===== src/rtl/remb_pkg.sv =====
// Shared types, constants and helpers for the ROI emphasis map builder.
package remb_pkg;

    localparam int MB_SIZE      = 16;
    localparam int MB_SHIFT     = $clog2(MB_SIZE);
    localparam int MAX_MB_COLS  = 256;
    localparam int MAX_MB_ROWS  = 256;
    localparam int MAP_DEPTH    = MAX_MB_COLS * MAX_MB_ROWS;
    localparam int ADDR_W       = $clog2(MAP_DEPTH);

    localparam int CFG_W        = 13;
    localparam int CFG_IDX_W    = 2;
    localparam int GRID_W       = 12;
    localparam int IDX_W        = 16;
    localparam int QOFF_W       = 16;
    localparam int LVL_W        = 3;
    localparam int MBC_W        = $clog2(MAX_MB_COLS + 1);
    localparam int PROD_W       = 2 * CFG_W;

    localparam int EPOCH_W      = 4;
    localparam int RAM_W        = EPOCH_W + LVL_W;

    localparam int QDEPTH       = 4;
    localparam int QPTR_W       = $clog2(QDEPTH);

    localparam logic [CFG_W-1:0] MAX_FRAME_W = CFG_W'(MAX_MB_COLS * MB_SIZE);
    localparam logic [CFG_W-1:0] MAX_FRAME_H = CFG_W'(MAX_MB_ROWS * MB_SIZE);

    // Register indexes on the configuration port
    localparam logic [CFG_IDX_W-1:0] CFG_IDX_FRAME_W = 2'd0;
    localparam logic [CFG_IDX_W-1:0] CFG_IDX_FRAME_H = 2'd1;
    localparam logic [CFG_IDX_W-1:0] CFG_IDX_ROI_BLK = 2'd2;

    localparam logic [CFG_W-1:0] RST_FRAME_W = 13'd1920;
    localparam logic [CFG_W-1:0] RST_FRAME_H = 13'd1080;
    localparam logic [CFG_W-1:0] RST_ROI_BLK = 13'd64;

    // Offset thresholds in thousandths and the levels they select
    localparam logic signed [QOFF_W-1:0] QTHR_HIGH = -16'sd350;
    localparam logic signed [QOFF_W-1:0] QTHR_MID  = -16'sd200;
    localparam logic [LVL_W-1:0] LVL_HIGH = 3'd5;
    localparam logic [LVL_W-1:0] LVL_MID  = 3'd3;
    localparam logic [LVL_W-1:0] LVL_LOW  = 3'd1;
    localparam logic [LVL_W-1:0] LVL_NONE = 3'd0;

    localparam logic REQ_APPLY = 1'b0;
    localparam logic REQ_READ  = 1'b1;

    typedef enum logic [1:0] {
        ST_OK      = 2'd0,
        ST_OUTSIDE = 2'd1,
        ST_BAD_CFG = 2'd2,
        ST_RANGE   = 2'd3
    } status_t;

    typedef enum logic [1:0] {
        OP_RESP = 2'd0,
        OP_WALK = 2'd1,
        OP_READ = 2'd2
    } op_t;

    // One classified request on its way from the front to the back end
    typedef struct packed {
        op_t                op;
        logic               clear;
        status_t            status;
        logic [LVL_W-1:0]   level;
        logic [MBC_W-1:0]   x0;
        logic [MBC_W-1:0]   x1;
        logic [MBC_W-1:0]   y0;
        logic [MBC_W-1:0]   y1;
        logic [MBC_W-1:0]   mb_cols;
        logic [IDX_W-1:0]   mb_index;
    } cmd_t;

    function automatic logic [LVL_W-1:0] level_for_offset(input logic signed [QOFF_W-1:0] q);
        logic [LVL_W-1:0] lv;
        if (q <= QTHR_HIGH) begin
            lv = LVL_HIGH;
        end else if (q <= QTHR_MID) begin
            lv = LVL_MID;
        end else if (q < 0) begin
            lv = LVL_LOW;
        end else begin
            lv = LVL_NONE;
        end
        return lv;
    endfunction

endpackage


===== src/rtl/remb_queue.sv =====
// Short command queue between the front end and the back end.
module remb_queue (
    input  logic            aclk,
    input  logic            aresetn,
    input  logic            push,
    input  remb_pkg::cmd_t  push_cmd,
    output logic            full,
    input  logic            pop,
    output remb_pkg::cmd_t  pop_cmd,
    output logic            empty
);
    import remb_pkg::*;

    cmd_t               mem_reg [QDEPTH];
    logic [QPTR_W-1:0]  wr_ptr_reg, rd_ptr_reg;
    logic [QPTR_W:0]    count_reg;

    assign full    = (count_reg == (QPTR_W+1)'(QDEPTH));
    assign empty   = (count_reg == '0);
    assign pop_cmd = mem_reg[rd_ptr_reg];

    always_ff @(posedge aclk) begin
        if (!aresetn) begin
            wr_ptr_reg <= '0;
            rd_ptr_reg <= '0;
            count_reg  <= '0;
        end else begin
            if (push) begin
                wr_ptr_reg <= wr_ptr_reg + QPTR_W'(1);
            end
            if (pop) begin
                rd_ptr_reg <= rd_ptr_reg + QPTR_W'(1);
            end
            if (push && !pop) begin
                count_reg <= count_reg + (QPTR_W+1)'(1);
            end else if (pop && !push) begin
                count_reg <= count_reg - (QPTR_W+1)'(1);
            end
        end
    end

    always_ff @(posedge aclk) begin
        if (push) begin
            mem_reg[wr_ptr_reg] <= push_cmd;
        end
    end

endmodule


===== config.mk =====
export PLATFORM = sky130hd
export DESIGN_NAME = remb_queue
export DESIGN_NICKNAME = d
export VERILOG_FILES = /design/src/rtl/remb_pkg.sv /design/src/rtl/remb_queue.sv
export SDC_FILE = /design/constraint.sdc
export NUM_CORES = 1
export LEC_CHECK = 0
export BUFFER_PORTS_ARGS = -buffer_cell sky130_fd_sc_hd__buf_4
export CAP_MARGIN = 25
export CORE_MARGIN = 1.5
export CORE_UTILIZATION = 40
export DETAILED_ROUTE_END_ITERATION = 8
export GPL_TIMING_DRIVEN = 0
export PLACE_DENSITY_LB_ADDON = 0.2
export SLEW_MARGIN = 25
export SYNTH_ARGS = -nofsm -noshare
export SYNTH_HDL_FRONTEND = slang
export SYNTH_SLANG_ARGS = --single-unit

===== constraint.sdc =====
create_clock -name aclk -period 3.3 [get_ports aclk]
set_input_delay 0.495 -clock aclk [delete_from_list [all_inputs] [get_ports aclk]]
set_output_delay 0.495 -clock aclk [all_outputs]
set_load 0.05 [all_outputs]

==> impl_metrics.json, run 1 <==
{
  "status": "finished clean",
  "diodes": 0,
  "min_from": "push_cmd[25]",
  "r2r-start": "wr_ptr_reg[0]",
  "clock_latency_ns": 0.54,
  "yosysMostFrequentCell": "edfxtp_1",
  "drc": 0,
  "met1_length_mm": 8.02,
  "grt_first_pass_wirelength_mm": 29.4,
  "setup_viol": 0,
  "syn_inst": 404,
  "layout.cells.non_filler": 932,
  "grt_pass1_vias": 5173,
  "die_h_um": 164,
  "start_kind": "flop",
  "cts_buffer_depth": 3,
  "final_antenna_net_count": 0,
  "place_area_sq_um": 12000,
  "path_class": "reg2out",
  "drv_slew": 0,
  "antenna_found_initial": 0,
  "cp_max_fo": 10,
  "hold_viol": 0,
  "wl_met2_mm": 9.64,
  "n_fill_cell": 2037,
  "dp_cells": 882,
  "syn_to_final_growth_pct": 23.9,
  "leakage_nw": 4.36,
  "post-route-cell-area_sq_um": 12900,
  "port_buffers": 143,
  "synth.avg_cell_area_sq_um": 25.8,
  "power.density_nw_per_um2": 662,
  "io_pins": 144,
  "die_w_um": 164,
  "finalSetupTns_ns": 0,
  "ctsHoldBuffers": 0,
  "max_cap_viol_count": 0,
  "clock-sinks": 285,
  "multiInputGateArea_sq_um": 1810,
  "synth_edf_count": 276,
  "htree_levels": 1,
  "worstMarginPinSlew_ns": 0.708,
  "finalCritPeriodShare": 0.846,
  "largest_reg_flops": 276,
  "synth_largest_area_cell": "edfxtp_1",
  "rsz0062_at_grt": "no",
  "cts_made_buffers": 30,
  "topRoutingLayerUsed": "met4",
  "ys_seq_area_frac": 0.813,
  "hold_class": "in2reg",
  "core-area_sq_um": 25400,
  "final-seq-area_sq_um": 8470,
  "max_freq_mhz": 358,
  "critPathRequiredTime_ns": 2.80,
  "dieArea_sq_um": 27000,
  "cts_root_buf": "clkbuf_16",
  "crit_arrival_ns": 2.30,
  "cts_tree": "done",
  "drt_iter0_drc": 260,
  "syn_nets": 483,
  "wl_met3_mm": 1.29,
  "synth.top_cell.area_share": 0.796,
  "ys_warn_count": 0,
  "fin_util": 0.508,
  "synth_common_cells": "edfxtp_1, mux4_2, and2_1, dfxtp_1, buf_4",
  "skew_ns": 0.0154,
  "drive_gt1_frac": 0.445,
  "routed_wl_mm": 19.5,
  "cts_resized": 0,
  "avgViaCountPerCell": 5.07,
  "total_power_mw": 8.55,
  "grt_max_degree": 38,
  "post_drt_wl_per_cell_um": 20.9,
  "post_cts_buffers": 0,
  "async_flop_share": 0,
  "synth_cell_types": 22,
  "num_rows": 58,
  "endpoint_kind": "primary output",
  "vias": 4728,
  "dr.pass1.iters": 4,
  "period_minus_slack_ns": 2.79,
  "syn-cell-area_sq_um": 10400,
  "ys_ff_latch": 285,
  "grt_overflow": 0,
  "grtUsageTotal": 0.147,
  "ir_worst_vdd_uv": 411,
  "synthTopCellsByArea": "edfxtp_1, mux4_2, dfxtp_1",
  "start_util": 0.410,
  "clkTransAtPathRegs_ns": 0.06,
  "fin_nets": 663,
  "place.gp.congestion": 0.683,
  "dp_hpwl_mm": 11.6,
  "ys.flop_type": "edfxtp_1",
  "max-slew-margin-rel": 0.528
}
## final cells by class
cell class | instances | area share
well taps | 330 | 0.0320
repair buffers | 148 | 0.0921
clock inverters | 11 | 0.00591
multi-input cells | 99 | 0.141
inverters | 4 | 0.00116
flip-flops and latches | 285 | 0.656
clock buffers | 39 | 0.0624
plain buffers | 16 | 0.00969
## report_power, final
| part | switching [mW] | internal, mW |
|---|---|---|
| combinational | 0.844 | 0.482 |
| clock | 1.25 | 1.77 |
| sequential | 0.0430 | 4.16 |
## per-stage QoR
stage / hold WS, ns / setup WS, ns
floorplan: 0.472 / 0.708
global placement: 0.486 / -0.797
detailed placement: 0.558 / 1.04
CTS: 0.119 / 0.440
global route: 0.129 / 0.388
finish: 0.149 / 0.509
## placed cells by master (no fill, tap or decap), drive strengths merged
cell / n
xnor2: 2
nor3: 1
nand2: 1
clkbuf: 44
bufinv: 1
inv: 4
xor2: 3
clkinv: 10
fa: 1
mux4: 69
mux2i: 2
nor2b: 2
edfxtp: 276
dfxtp: 9
nor3b: 1
a21boi: 1
and2: 9
buf: 159
or3: 1
o21ai: 1
ha: 5
## final timing paths
| check | end | slack, ns | cells past startpoint |
|---|---|---|---|
| min reg2reg | wr_ptr_reg[1] | 0.57 | 2 |
| max | pop_cmd[16] | 0.51 | 4 |
| min | mem_reg[1][25] | 0.15 | 1 |
| max reg2reg | mem_reg[3][6] | 1.50 | 3 |
## worst max-delay path, stage by stage (launching register included)
cell,delay (ns)
dfxtp_1,0.30
buf_2,0.23
clkbuf_1,0.58
mux4_2,0.43
buf_4,0.21
## cell families after synthesis
| family | Yosys count | synth area share |
|---|---|---|
| fa+ha+maj | 6 | 0.00793 |
| xor+xnor | 5 | 0.00421 |
| compound gates | 2 | 0.00120 |
| buf+inv | 20 | 0.0135 |
| simple gates | 15 | 0.00877 |
| flops | 285 | 0.813 |
| mux | 71 | 0.151 |
## routing by layer
layer	vias to the layer above	global-route usage
li1	2078	-
met1	2467	0.192
met2	144	0.246
met3	39	0.0326
met4	0	0.0446
met5	-	0
Note: power is estimated with default switching activity, not from simulation.
==> inputs of run 2 (changes only) <==
==> constraint.sdc (replaced) <==
create_clock -name aclk -period 2.55 [get_ports aclk]
set_input_delay 0.3825 -clock aclk [delete_from_list [all_inputs] [get_ports aclk]]
set_output_delay 0.3825 -clock aclk [all_outputs]
set_load 0.05 [all_outputs]
==> run 2 against run 1 <==
Net effect: utilization is 0.47 points higher; design area rose by 0.93%; final cell count rose by 0.54%; first-iteration DRC count is 56% higher; combinational power up 29%; die area unchanged; critical path depth is 1 higher; clock skew decreased by 0.0013 ns; non-clock buffer count did not move; sequential power rose by 29%; register-to-register slack worse by 0.74 ns.
==> impl_metrics.json, run 2 (synthesis results as in run 1) <==
{
  "final_common_cell": "edfxtp_1",
  "dieArea_sq_um": 27000,
  "cts_tree": "done",
  "fin_util": 0.513,
  "cp.depth": 5,
  "max_freq_mhz": 412,
  "place_ws_ns": 0.409,
  "cp_top_family": "buffers and inverters",
  "place.gp.congestion": 0.692,
  "worstMarginPinSlew_ns": 0.574,
  "grt_overflow": 0,
  "leakage_nw": 4.44,
  "dp_hpwl_mm": 11.8,
  "antenna_found_initial": 0,
  "die_w_um": 164,
  "cp_max_fo": 10,
  "grt_pass1_vias": 5069,
  "vias": 4717,
  "io_pins": 144,
  "max-slew-margin-rel": 0.617,
  "n_fill_cell": 2037,
  "cts_root_buf": "clkbuf_16",
  "largest_reg_flops": 276,
  "post_drt_wl_per_cell_um": 20.5,
  "fin_nets": 663,
  "start_util": 0.410,
  "cts_buffer_depth": 3,
  "power.density_nw_per_um2": 873,
  "drc": 0,
  "start_kind": "flop",
  "post_cts_buffers": 0,
  "grt_max_degree": 42,
  "layout_common_cells": "edfxtp_1, buf_4, mux4_2",
  "ff2ff_path_depth": 5,
  "num_rows": 58,
  "diodes": 0,
  "htree_levels": 1,
  "hold_viol": 0,
  "grt_first_pass_wirelength_mm": 29.1,
  "clkTransAtPathRegs_ns": 0.06,
  "cts_made_buffers": 30,
  "setup_slack_ns": 0.121,
  "core-area_sq_um": 25400,
  "final_antenna_net_count": 0,
  "grtUsageTotal": 0.145,
  "setup_viol": 0,
  "ir_worst_vdd_uv": 576,
  "drv_slew": 0,
  "hold_depth": 1,
  "port_buffers": 143,
  "cp_common_cell": "buf_12",
  "clock_latency_ns": 0.54,
  "ctsHoldBuffers": 0,
  "path_class": "reg2out",
  "worst-path-buf-inv": 4,
  "die_h_um": 164,
  "hold_class": "in2reg",
  "endpoint_kind": "primary output",
  "crit_chain": "buf_6 > buf_12 > buf_12 > mux4_2 > buf_4",
  "critPathRequiredTime_ns": 2.17,
  "drive_gt1_frac": 0.466,
  "status": "finished clean",
  "drt_iter0_drc": 406,
  "max_cap_viol_count": 0,
  "rsz0062_at_grt": "no",
  "clock-sinks": 285,
  "skew_ns": 0.0141,
  "dr.pass1.iters": 4,
  "period_minus_slack_ns": 2.43,
  "crit_arrival_ns": 2.05,
  "cp_slowest_stage_delay_ns": 0.51,
  "avgViaCountPerCell": 5.03,
  "syn_to_final_growth_pct": 25.1,
  "routed_wl_mm": 19.2,
  "crit_slowest_cell": "mux4_2",
  "finalCritPeriodShare": 0.953
}
## run 2: changes by cell type in the layout (fill, tap and decap cells not counted), moves of 2 or more
cell / delta
clkinv_4: +2
bufinv_16: +2
clkinv_2: +5
clkbuf_1: -9
clkbuf_2: +5
## run 2: worst paths after layout
check                start             end  slack, ns
max                   flop     pop_cmd[46]       0.12
min           push_cmd[35]  mem_reg[1][35]       0.04
max reg2reg  wr_ptr_reg[0]  mem_reg[2][48]       0.76
min reg2reg   count_reg[2]    count_reg[2]       0.58
## run 2: worst reg2reg max path, delay by kind of cell (launching register included)
kind	cells	cell delay (ns)
buf+inv	3	0.60
simple gates	1	0.36
flops	1	0.35
fa+ha+maj	1	0.15
## run 2: timing repair
item | in CTS | in global routing
cloned | 0 | 0
resized for setup | 6 | 1
pin swaps | 0 | 0
setup endpoints to repair | 60 | 3
## run 2: final cells by class
class	count	area, sq um	area share
Sequential cell	285	8470	0.650
Clock inverter	20	191	0.0147
Clock buffer	35	791	0.0607
Timing Repair Buffer	148	1200	0.0918
Multi-Input combinational cell	99	1810	0.139
Inverter	4	15.0	0.00115
Tap cell	330	413	0.0317
Buffer	16	138	0.0106
## run 2: metrics by stage
step                power [mW]  hold slack [ns]  cell area, sq um  cells  setup TNS (ns)
floorplan                 6.68            0.472             10400    404               0
global placement          7.23            0.483             11900    877           -4.41
detailed placement        7.28            0.564             12000    882               0
CTS                       11.5           0.0137             13000    937               0
global route              11.8           0.0136             13000    937               0
finish                    11.4           0.0401             13000    937               0
## run 2: power breakdown
group | switching [mW] | internal [mW]
clock | 1.70 | 2.52
sequential | 0.0545 | 5.38
combinational | 1.09 | 0.626
total | 2.85 | 8.52
## run 2: per-layer routing
metal	up-vias	track usage	routed length (um)
met2	135	0.243	9610
met1	2463	0.192	7940
met4	0	0.0405	392
met3	32	0.0311	1230
li1	2087	-	-
met5	-	0	0
