==> config.mk <==
export PLATFORM = sky130hd
export DESIGN_NAME = remb_front
export DESIGN_NICKNAME = d
export VERILOG_FILES = /design/src/rtl/remb_pkg.sv /design/src/rtl/remb_front.sv
export SDC_FILE = /design/constraint.sdc
export NUM_CORES = 2
export LEC_CHECK = 0
export BUFFER_PORTS_ARGS = -buffer_cell sky130_fd_sc_hd__buf_2
export CORE_ASPECT_RATIO = 1.1
export CORE_MARGIN = 2
export CORE_UTILIZATION = 25
export DETAILED_ROUTE_END_ITERATION = 8
export SKIP_LAST_GASP = 1
export SLEW_MARGIN = 20
export SYNTH_ARGS = -nofsm -noshare
export SYNTH_HDL_FRONTEND = slang
export SYNTH_SLANG_ARGS = --single-unit
export TNS_END_PERCENT = 50
==> constraint.sdc <==
create_clock -name aclk -period 7.95 [get_ports aclk]
set_input_delay 1.1925 -clock aclk [delete_from_list [all_inputs] [get_ports aclk]]
set_output_delay 1.1925 -clock aclk [all_outputs]
set_load 0.02 [all_outputs]
==> src/rtl/remb_pkg.sv <==
// Shared types, constants and helpers for the ROI emphasis map builder.
package remb_pkg;

    localparam int MB_SIZE      = 16;
    localparam int MB_SHIFT     = $clog2(MB_SIZE);
    localparam int MAX_MB_COLS  = 256;
    localparam int MAX_MB_ROWS  = 256;
    localparam int MAP_DEPTH    = MAX_MB_COLS * MAX_MB_ROWS;
    localparam int ADDR_W       = $clog2(MAP_DEPTH);

    localparam int CFG_W        = 13;
    localparam int CFG_IDX_W    = 2;
    localparam int GRID_W       = 12;
    localparam int IDX_W        = 16;
    localparam int QOFF_W       = 16;
    localparam int LVL_W        = 3;
    localparam int MBC_W        = $clog2(MAX_MB_COLS + 1);
    localparam int PROD_W       = 2 * CFG_W;

    localparam int EPOCH_W      = 4;
    localparam int RAM_W        = EPOCH_W + LVL_W;

    localparam int QDEPTH       = 4;
    localparam int QPTR_W       = $clog2(QDEPTH);

    localparam logic [CFG_W-1:0] MAX_FRAME_W = CFG_W'(MAX_MB_COLS * MB_SIZE);
    localparam logic [CFG_W-1:0] MAX_FRAME_H = CFG_W'(MAX_MB_ROWS * MB_SIZE);

    // Register indexes on the configuration port
    localparam logic [CFG_IDX_W-1:0] CFG_IDX_FRAME_W = 2'd0;
    localparam logic [CFG_IDX_W-1:0] CFG_IDX_FRAME_H = 2'd1;
    localparam logic [CFG_IDX_W-1:0] CFG_IDX_ROI_BLK = 2'd2;

    localparam logic [CFG_W-1:0] RST_FRAME_W = 13'd1920;
    localparam logic [CFG_W-1:0] RST_FRAME_H = 13'd1080;
    localparam logic [CFG_W-1:0] RST_ROI_BLK = 13'd64;

    // Offset thresholds in thousandths and the levels they select
    localparam logic signed [QOFF_W-1:0] QTHR_HIGH = -16'sd350;
    localparam logic signed [QOFF_W-1:0] QTHR_MID  = -16'sd200;
    localparam logic [LVL_W-1:0] LVL_HIGH = 3'd5;
    localparam logic [LVL_W-1:0] LVL_MID  = 3'd3;
    localparam logic [LVL_W-1:0] LVL_LOW  = 3'd1;
    localparam logic [LVL_W-1:0] LVL_NONE = 3'd0;

    localparam logic REQ_APPLY = 1'b0;
    localparam logic REQ_READ  = 1'b1;

    typedef enum logic [1:0] {
        ST_OK      = 2'd0,
        ST_OUTSIDE = 2'd1,
        ST_BAD_CFG = 2'd2,
        ST_RANGE   = 2'd3
    } status_t;

    typedef enum logic [1:0] {
        OP_RESP = 2'd0,
        OP_WALK = 2'd1,
        OP_READ = 2'd2
    } op_t;

    // One classified request on its way from the front to the back end
    typedef struct packed {
        op_t                op;
        logic               clear;
        status_t            status;
        logic [LVL_W-1:0]   level;
        logic [MBC_W-1:0]   x0;
        logic [MBC_W-1:0]   x1;
        logic [MBC_W-1:0]   y0;
        logic [MBC_W-1:0]   y1;
        logic [MBC_W-1:0]   mb_cols;
        logic [IDX_W-1:0]   mb_index;
    } cmd_t;

    function automatic logic [LVL_W-1:0] level_for_offset(input logic signed [QOFF_W-1:0] q);
        logic [LVL_W-1:0] lv;
        if (q <= QTHR_HIGH) begin
            lv = LVL_HIGH;
        end else if (q <= QTHR_MID) begin
            lv = LVL_MID;
        end else if (q < 0) begin
            lv = LVL_LOW;
        end else begin
            lv = LVL_NONE;
        end
        return lv;
    endfunction

endpackage

==> src/rtl/remb_front.sv <==
// Front end: configuration registers, request capture, range checks and rectangle clipping.
module remb_front (
    input  logic                                aclk,
    input  logic                                aresetn,
    input  logic                                s_valid,
    output logic                                s_ready,
    input  logic                                s_req_type,
    input  logic                                s_new_frame,
    input  logic [remb_pkg::GRID_W-1:0]         s_col,
    input  logic [remb_pkg::GRID_W-1:0]         s_row,
    input  logic [remb_pkg::GRID_W-1:0]         s_span_w,
    input  logic [remb_pkg::GRID_W-1:0]         s_span_h,
    input  logic signed [remb_pkg::QOFF_W-1:0]  s_qoffset_milli,
    input  logic [remb_pkg::IDX_W-1:0]          s_mb_index,
    input  logic                                cfg_we,
    input  logic [remb_pkg::CFG_IDX_W-1:0]      cfg_index,
    input  logic [remb_pkg::CFG_W-1:0]          cfg_wdata,
    input  logic                                init_done,
    input  logic                                q_full,
    output logic                                q_push,
    output remb_pkg::cmd_t                      q_cmd
);
    import remb_pkg::*;

    typedef enum logic [2:0] {
        F_IDLE = 3'b001,
        F_CALC = 3'b010,
        F_PUSH = 3'b100
    } fstate_t;

    fstate_t            state_reg, state_next;
    logic [CFG_W-1:0]   fw_reg, fh_reg, rbs_reg;

    logic               req_reg, nf_reg;
    logic [GRID_W-1:0]  col_reg, row_reg, sw_reg, sh_reg;
    logic [LVL_W-1:0]   lvl_reg;
    logic [IDX_W-1:0]   idx_reg;

    logic [PROD_W-1:0]  xlo_reg, xhi_reg, ylo_reg, yhi_reg;
    logic [2*MBC_W-1:0] total_reg;

    logic [PROD_W-1:0]  xlo_mul, xhi_mul, ylo_mul, yhi_mul;
    logic [2*MBC_W-1:0] total_mul;
    logic [CFG_W-1:0]   col_end, row_end;
    logic [CFG_W:0]     cols_sum, rows_sum;
    logic [MBC_W-1:0]   mb_cols, mb_rows;
    logic               cfg_ok;

    logic [PROD_W:0]    x1_full, y1_full;
    logic [CFG_W-1:0]   xc, yc;
    logic [CFG_W:0]     mx1_sum, my1_sum;
    logic               outside;
    cmd_t               cmd;

    // Derived layout
    assign cols_sum = {1'b0, fw_reg} + (CFG_W+1)'(MB_SIZE - 1);
    assign rows_sum = {1'b0, fh_reg} + (CFG_W+1)'(MB_SIZE - 1);
    assign mb_cols  = cols_sum[MB_SHIFT +: MBC_W];
    assign mb_rows  = rows_sum[MB_SHIFT +: MBC_W];
    assign cfg_ok   = (fw_reg != '0) && (fh_reg != '0) && (rbs_reg != '0)
                   && (fw_reg <= MAX_FRAME_W) && (fh_reg <= MAX_FRAME_H);

    // Last covered grid cell, inclusive
    assign col_end   = CFG_W'(col_reg) + CFG_W'(sw_reg) - CFG_W'(1);
    assign row_end   = CFG_W'(row_reg) + CFG_W'(sh_reg) - CFG_W'(1);
    assign xlo_mul   = CFG_W'(col_reg) * rbs_reg;
    assign ylo_mul   = CFG_W'(row_reg) * rbs_reg;
    assign xhi_mul   = col_end * rbs_reg;
    assign yhi_mul   = row_end * rbs_reg;
    assign total_mul = mb_cols * mb_rows;

    // The rectangle leaves the grid when its last cell starts at or past the frame edge
    assign outside = (xhi_reg >= PROD_W'(fw_reg)) || (yhi_reg >= PROD_W'(fh_reg));

    assign x1_full = {1'b0, xhi_reg} + (PROD_W+1)'(rbs_reg);
    assign y1_full = {1'b0, yhi_reg} + (PROD_W+1)'(rbs_reg);
    assign xc      = (x1_full > (PROD_W+1)'(fw_reg)) ? fw_reg : x1_full[CFG_W-1:0];
    assign yc      = (y1_full > (PROD_W+1)'(fh_reg)) ? fh_reg : y1_full[CFG_W-1:0];
    assign mx1_sum = {1'b0, xc} + (CFG_W+1)'(MB_SIZE - 1);
    assign my1_sum = {1'b0, yc} + (CFG_W+1)'(MB_SIZE - 1);

    always_comb begin
        cmd          = '0;
        cmd.clear    = (req_reg == REQ_APPLY) && nf_reg;
        cmd.x0       = xlo_reg[MB_SHIFT +: MBC_W];
        cmd.y0       = ylo_reg[MB_SHIFT +: MBC_W];
        cmd.x1       = mx1_sum[MB_SHIFT +: MBC_W];
        cmd.y1       = my1_sum[MB_SHIFT +: MBC_W];
        cmd.mb_cols  = mb_cols;
        cmd.mb_index = idx_reg;
        cmd.op       = OP_RESP;
        cmd.status   = ST_OK;
        cmd.level    = LVL_NONE;
        if (!cfg_ok) begin
            cmd.status = ST_BAD_CFG;
        end else if (req_reg == REQ_READ) begin
            if ((2*MBC_W)'(idx_reg) >= total_reg) begin
                cmd.status = ST_RANGE;
            end else begin
                cmd.op = OP_READ;
            end
        end else if (outside) begin
            cmd.status = ST_OUTSIDE;
        end else if (lvl_reg != LVL_NONE) begin
            cmd.op    = OP_WALK;
            cmd.level = lvl_reg;
        end
    end

    assign s_ready = (state_reg == F_IDLE) && init_done;
    assign q_push  = (state_reg == F_PUSH) && !q_full;
    assign q_cmd   = cmd;

    always_comb begin
        state_next = state_reg;
        unique case (state_reg)
            F_IDLE: begin
                if (s_valid && s_ready) begin
                    state_next = F_CALC;
                end
            end
            F_CALC: begin
                state_next = F_PUSH;
            end
            F_PUSH: begin
                if (!q_full) begin
                    state_next = F_IDLE;
                end
            end
            default: begin
                state_next = F_IDLE;
            end
        endcase
    end

    always_ff @(posedge aclk) begin
        if (!aresetn) begin
            state_reg <= F_IDLE;
            fw_reg    <= RST_FRAME_W;
            fh_reg    <= RST_FRAME_H;
            rbs_reg   <= RST_ROI_BLK;
        end else begin
            state_reg <= state_next;
            if (cfg_we) begin
                unique case (cfg_index)
                    CFG_IDX_FRAME_W: fw_reg  <= cfg_wdata;
                    CFG_IDX_FRAME_H: fh_reg  <= cfg_wdata;
                    CFG_IDX_ROI_BLK: rbs_reg <= cfg_wdata;
                    default: ;
                endcase
            end
        end
    end

    always_ff @(posedge aclk) begin
        if (s_valid && s_ready) begin
            req_reg <= s_req_type;
            nf_reg  <= s_new_frame;
            col_reg <= s_col;
            row_reg <= s_row;
            sw_reg  <= (s_span_w == '0) ? GRID_W'(1) : s_span_w;
            sh_reg  <= (s_span_h == '0) ? GRID_W'(1) : s_span_h;
            lvl_reg <= level_for_offset(s_qoffset_milli);
            idx_reg <= s_mb_index;
        end
        if (state_reg == F_CALC) begin
            xlo_reg   <= xlo_mul;
            xhi_reg   <= xhi_mul;
            ylo_reg   <= ylo_mul;
            yhi_reg   <= yhi_mul;
            total_reg <= total_mul;
        end
    end

endmodule

==> impl_metrics.toml <==
[run_status]
outcome = "finished clean"

[clocking]
root_buffer = "clkbuf_16"
clock_sinks = 199
cts_buffers = 17
cts_buffer_depth = 2
cts-htree-levels = 4
cts_tree = "built"
clock_latency_ns = 0.54
ctsHoldBuffers = 0
path_clk_slew_ns = 0.10

[worst_setup_path]
r2r_cells = 33
start_kind = "register"
cp_max_fo = 5
cp-startpoint = "col_reg[0]"
crit_arrival_ns = 7.84
cp-end-kind = "register"
worst_r2r_endpoint = "xhi_reg[24]"
crit_path_end = "xhi_reg[24]"
rr_startpoint = "col_reg[0]"
cp_slowest_cell = "fa_1"
path_common_cell = "inv_1"
required_ns = 8.23
rrSetupSlack_ns = 0.39
criticalPathCategory = "register to register"
critPathMaxStageDelay_ns = 0.52

[final_layout]
fillCellCount = 12800
layout-drive-gt1-share = 0.104
final_area_um2 = 34300
seqCellArea_um2 = 5570
final_cell_mix = "691 x inv_1, 455 x nand2_1, 393 x fa_1"
syn_to_final_growth_pct = 13.0
multi_input_area_um2 = 21900
nNetsFinal = 4388
mostFrequentLayoutCell = "inv_1"

[worst_hold_path]
hold_path.class = "register to register"

[yosys]
synth_cells = 3371
synth_edf_count = 157
syn_nets = 4242
yosysWarnings = 0
synth-seq-cells = 199
syn_avg_cell_area_um2 = 9.01
yosysSeqAreaShare = 0.183
ys_async_sr_fraction = 0
ys.flop_type = "edfxtp_1"
synthesis.area_um2 = 30400
ys_types = 75

[drt]
drc = 0
first_pass_iters = 7
drt_iter0_drc = 1246
wl_per_cell_um = 15.7
drt_wl_total_um = 81300
ant_nets = 0
vias = 22800
vias_per_cell = 4.42

[global_route]
grt_max_degree = 61
overflow = 0
grt_antenna_before_repair = 5
grt_pass1_vias = 23400
grt_usage = 0.133
grt_pass1_wl_um = 129000

[floorplanning]
initial_utilization = 0.251
core_area_um2 = 121000
die-area_um2 = 124000
die-height_um = 370
dieWidth_um = 336
fp-row-count = 134
ios = 174

[sta]
min_period_ns = 7.56
tightestPinTransition_ns = 1.08
fin_tns_setup_ns = 0
setup_viol = 0
period_share = 0.950
slew_headroom = 0.282
rsz0062_at_grt = "yes"
hold_viol_final = 0
slew_viol_final = 0
setup_ws_ns = 0.394
clock_skew_ns = 0.0248
max_freq_mhz = 132

[power_and_ir_drop]
peakVddDrop_mv = 0.167
p_leak_nw = 16.5
power.total_mw = 4.49
cellPowerDensity_nw_per_um2 = 131

[run]
drv_cap = 0

[place]
place.gp.congestion = 0.863
portBuffers = 173
placed_area_um2 = 33400
dp_hpwl_um = 66000
dp_slack_ns = 0.119
[synth_stat cells, drive strengths merged, types with 9 or more instances]
library cell / n / area (um^2)
o21a: 21 / 158
and3: 10 / 62.6
clkbuf: 127 / 477
inv: 693 / 2600
a31oi: 9 / 62.6
a21o: 37 / 278
fa: 394 / 7890
nand3: 30 / 150
a21oi: 85 / 437
dfxtp: 42 / 841
nand2b: 26 / 163
xnor2: 154 / 1350
ha: 374 / 4680
o21ai: 69 / 345
o21bai: 22 / 165
nand2: 456 / 1710
mux2i: 20 / 200
and2: 213 / 1330
nor2b: 42 / 263
a21boi: 38 / 285
o211ai: 13 / 97.6
a211oi: 18 / 145
xor2: 30 / 263
nor3: 29 / 145
nand4: 21 / 131
edfxtp: 157 / 4710
nor4: 27 / 169
nor2: 117 / 439
[kinds of logic after synthesis]
| kind of cell | Yosys count | share of synthesized area |
|---|---|---|
| AO/OA/AOI/OAI | 365 | 0.0811 |
| XOR/XNOR | 184 | 0.0530 |
| adder cells (fa/ha/maj) | 768 | 0.414 |
| buffers and inverters | 827 | 0.103 |
| flip-flops | 199 | 0.183 |
| multiplexers | 25 | 0.00869 |
| AND/OR/NAND/NOR | 1003 | 0.158 |
[report_power, final]
group	internal, mW	switching (mW)
logic	0.939	1.33
registers	1.22	0.0348
clock network	0.431	0.537
[critical path, delay by kind of cell, from the launching register on]
kind / cells / cell delay [ns]
adder cells (fa/ha/maj): 9 / 3.53
AO/OA/AOI/OAI: 13 / 2.25
AND/OR/NAND/NOR: 3 / 0.56
flip-flops: 1 / 0.41
buffers and inverters: 6 / 0.33
XOR/XNOR: 2 / 0.22
[area by class of cell]
cell class | instances | share of cell area
inverters | 694 | 0.0759
repair buffers | 260 | 0.0452
flip-flops and latches | 199 | 0.162
diodes | 2 | 0.000146
well taps | 1632 | 0.0595
multi-input cells | 2345 | 0.639
clock buffers | 17 | 0.0124
clock inverters | 15 | 0.00572
[metal layers]
metal  vias to the layer above  part of all wire  wire [um]  global-route usage
li1                      10900                 -          -                   -
met1                     11300              0.45      36900               0.175
met2                       551              0.48      38900               0.227
met3                        94             0.049       3950              0.0205
met4                         4             0.018       1470              0.0350
met5                         -           0.00039         32                   0
[repair_timing]
| item | in CTS | in global routing |
|---|---|---|
| buffers inserted | 0 | 12 |
| resized for setup | 0 | 53 |
| setup endpoints to repair | 0 | 14 |
[per-stage QoR]
step	util	std cells	hold WS, ns
floorplan	-	3371	0.441
global placement	0.276	5117	0.456
global route	0.284	5162	0.524
finish	0.284	5164	0.490
detailed placement	0.276	5118	0.479
CTS	0.281	5150	0.493
[how the worst min path moves through the flow]
stage                 start           end  depth (start not counted)
3_3_place_gp     fw_reg[12]    fw_reg[12]                          2
4_1_cts          fw_reg[12]    fw_reg[12]                          2
3_5_place_dp     fw_reg[12]    fw_reg[12]                          2
5_1_grt        state_reg[0]  state_reg[2]                          1
6_report         fw_reg[12]    fw_reg[12]                          2
2_1_floorplan  state_reg[0]  state_reg[2]                          1
Note: power is estimated with default switching activity, not from simulation.
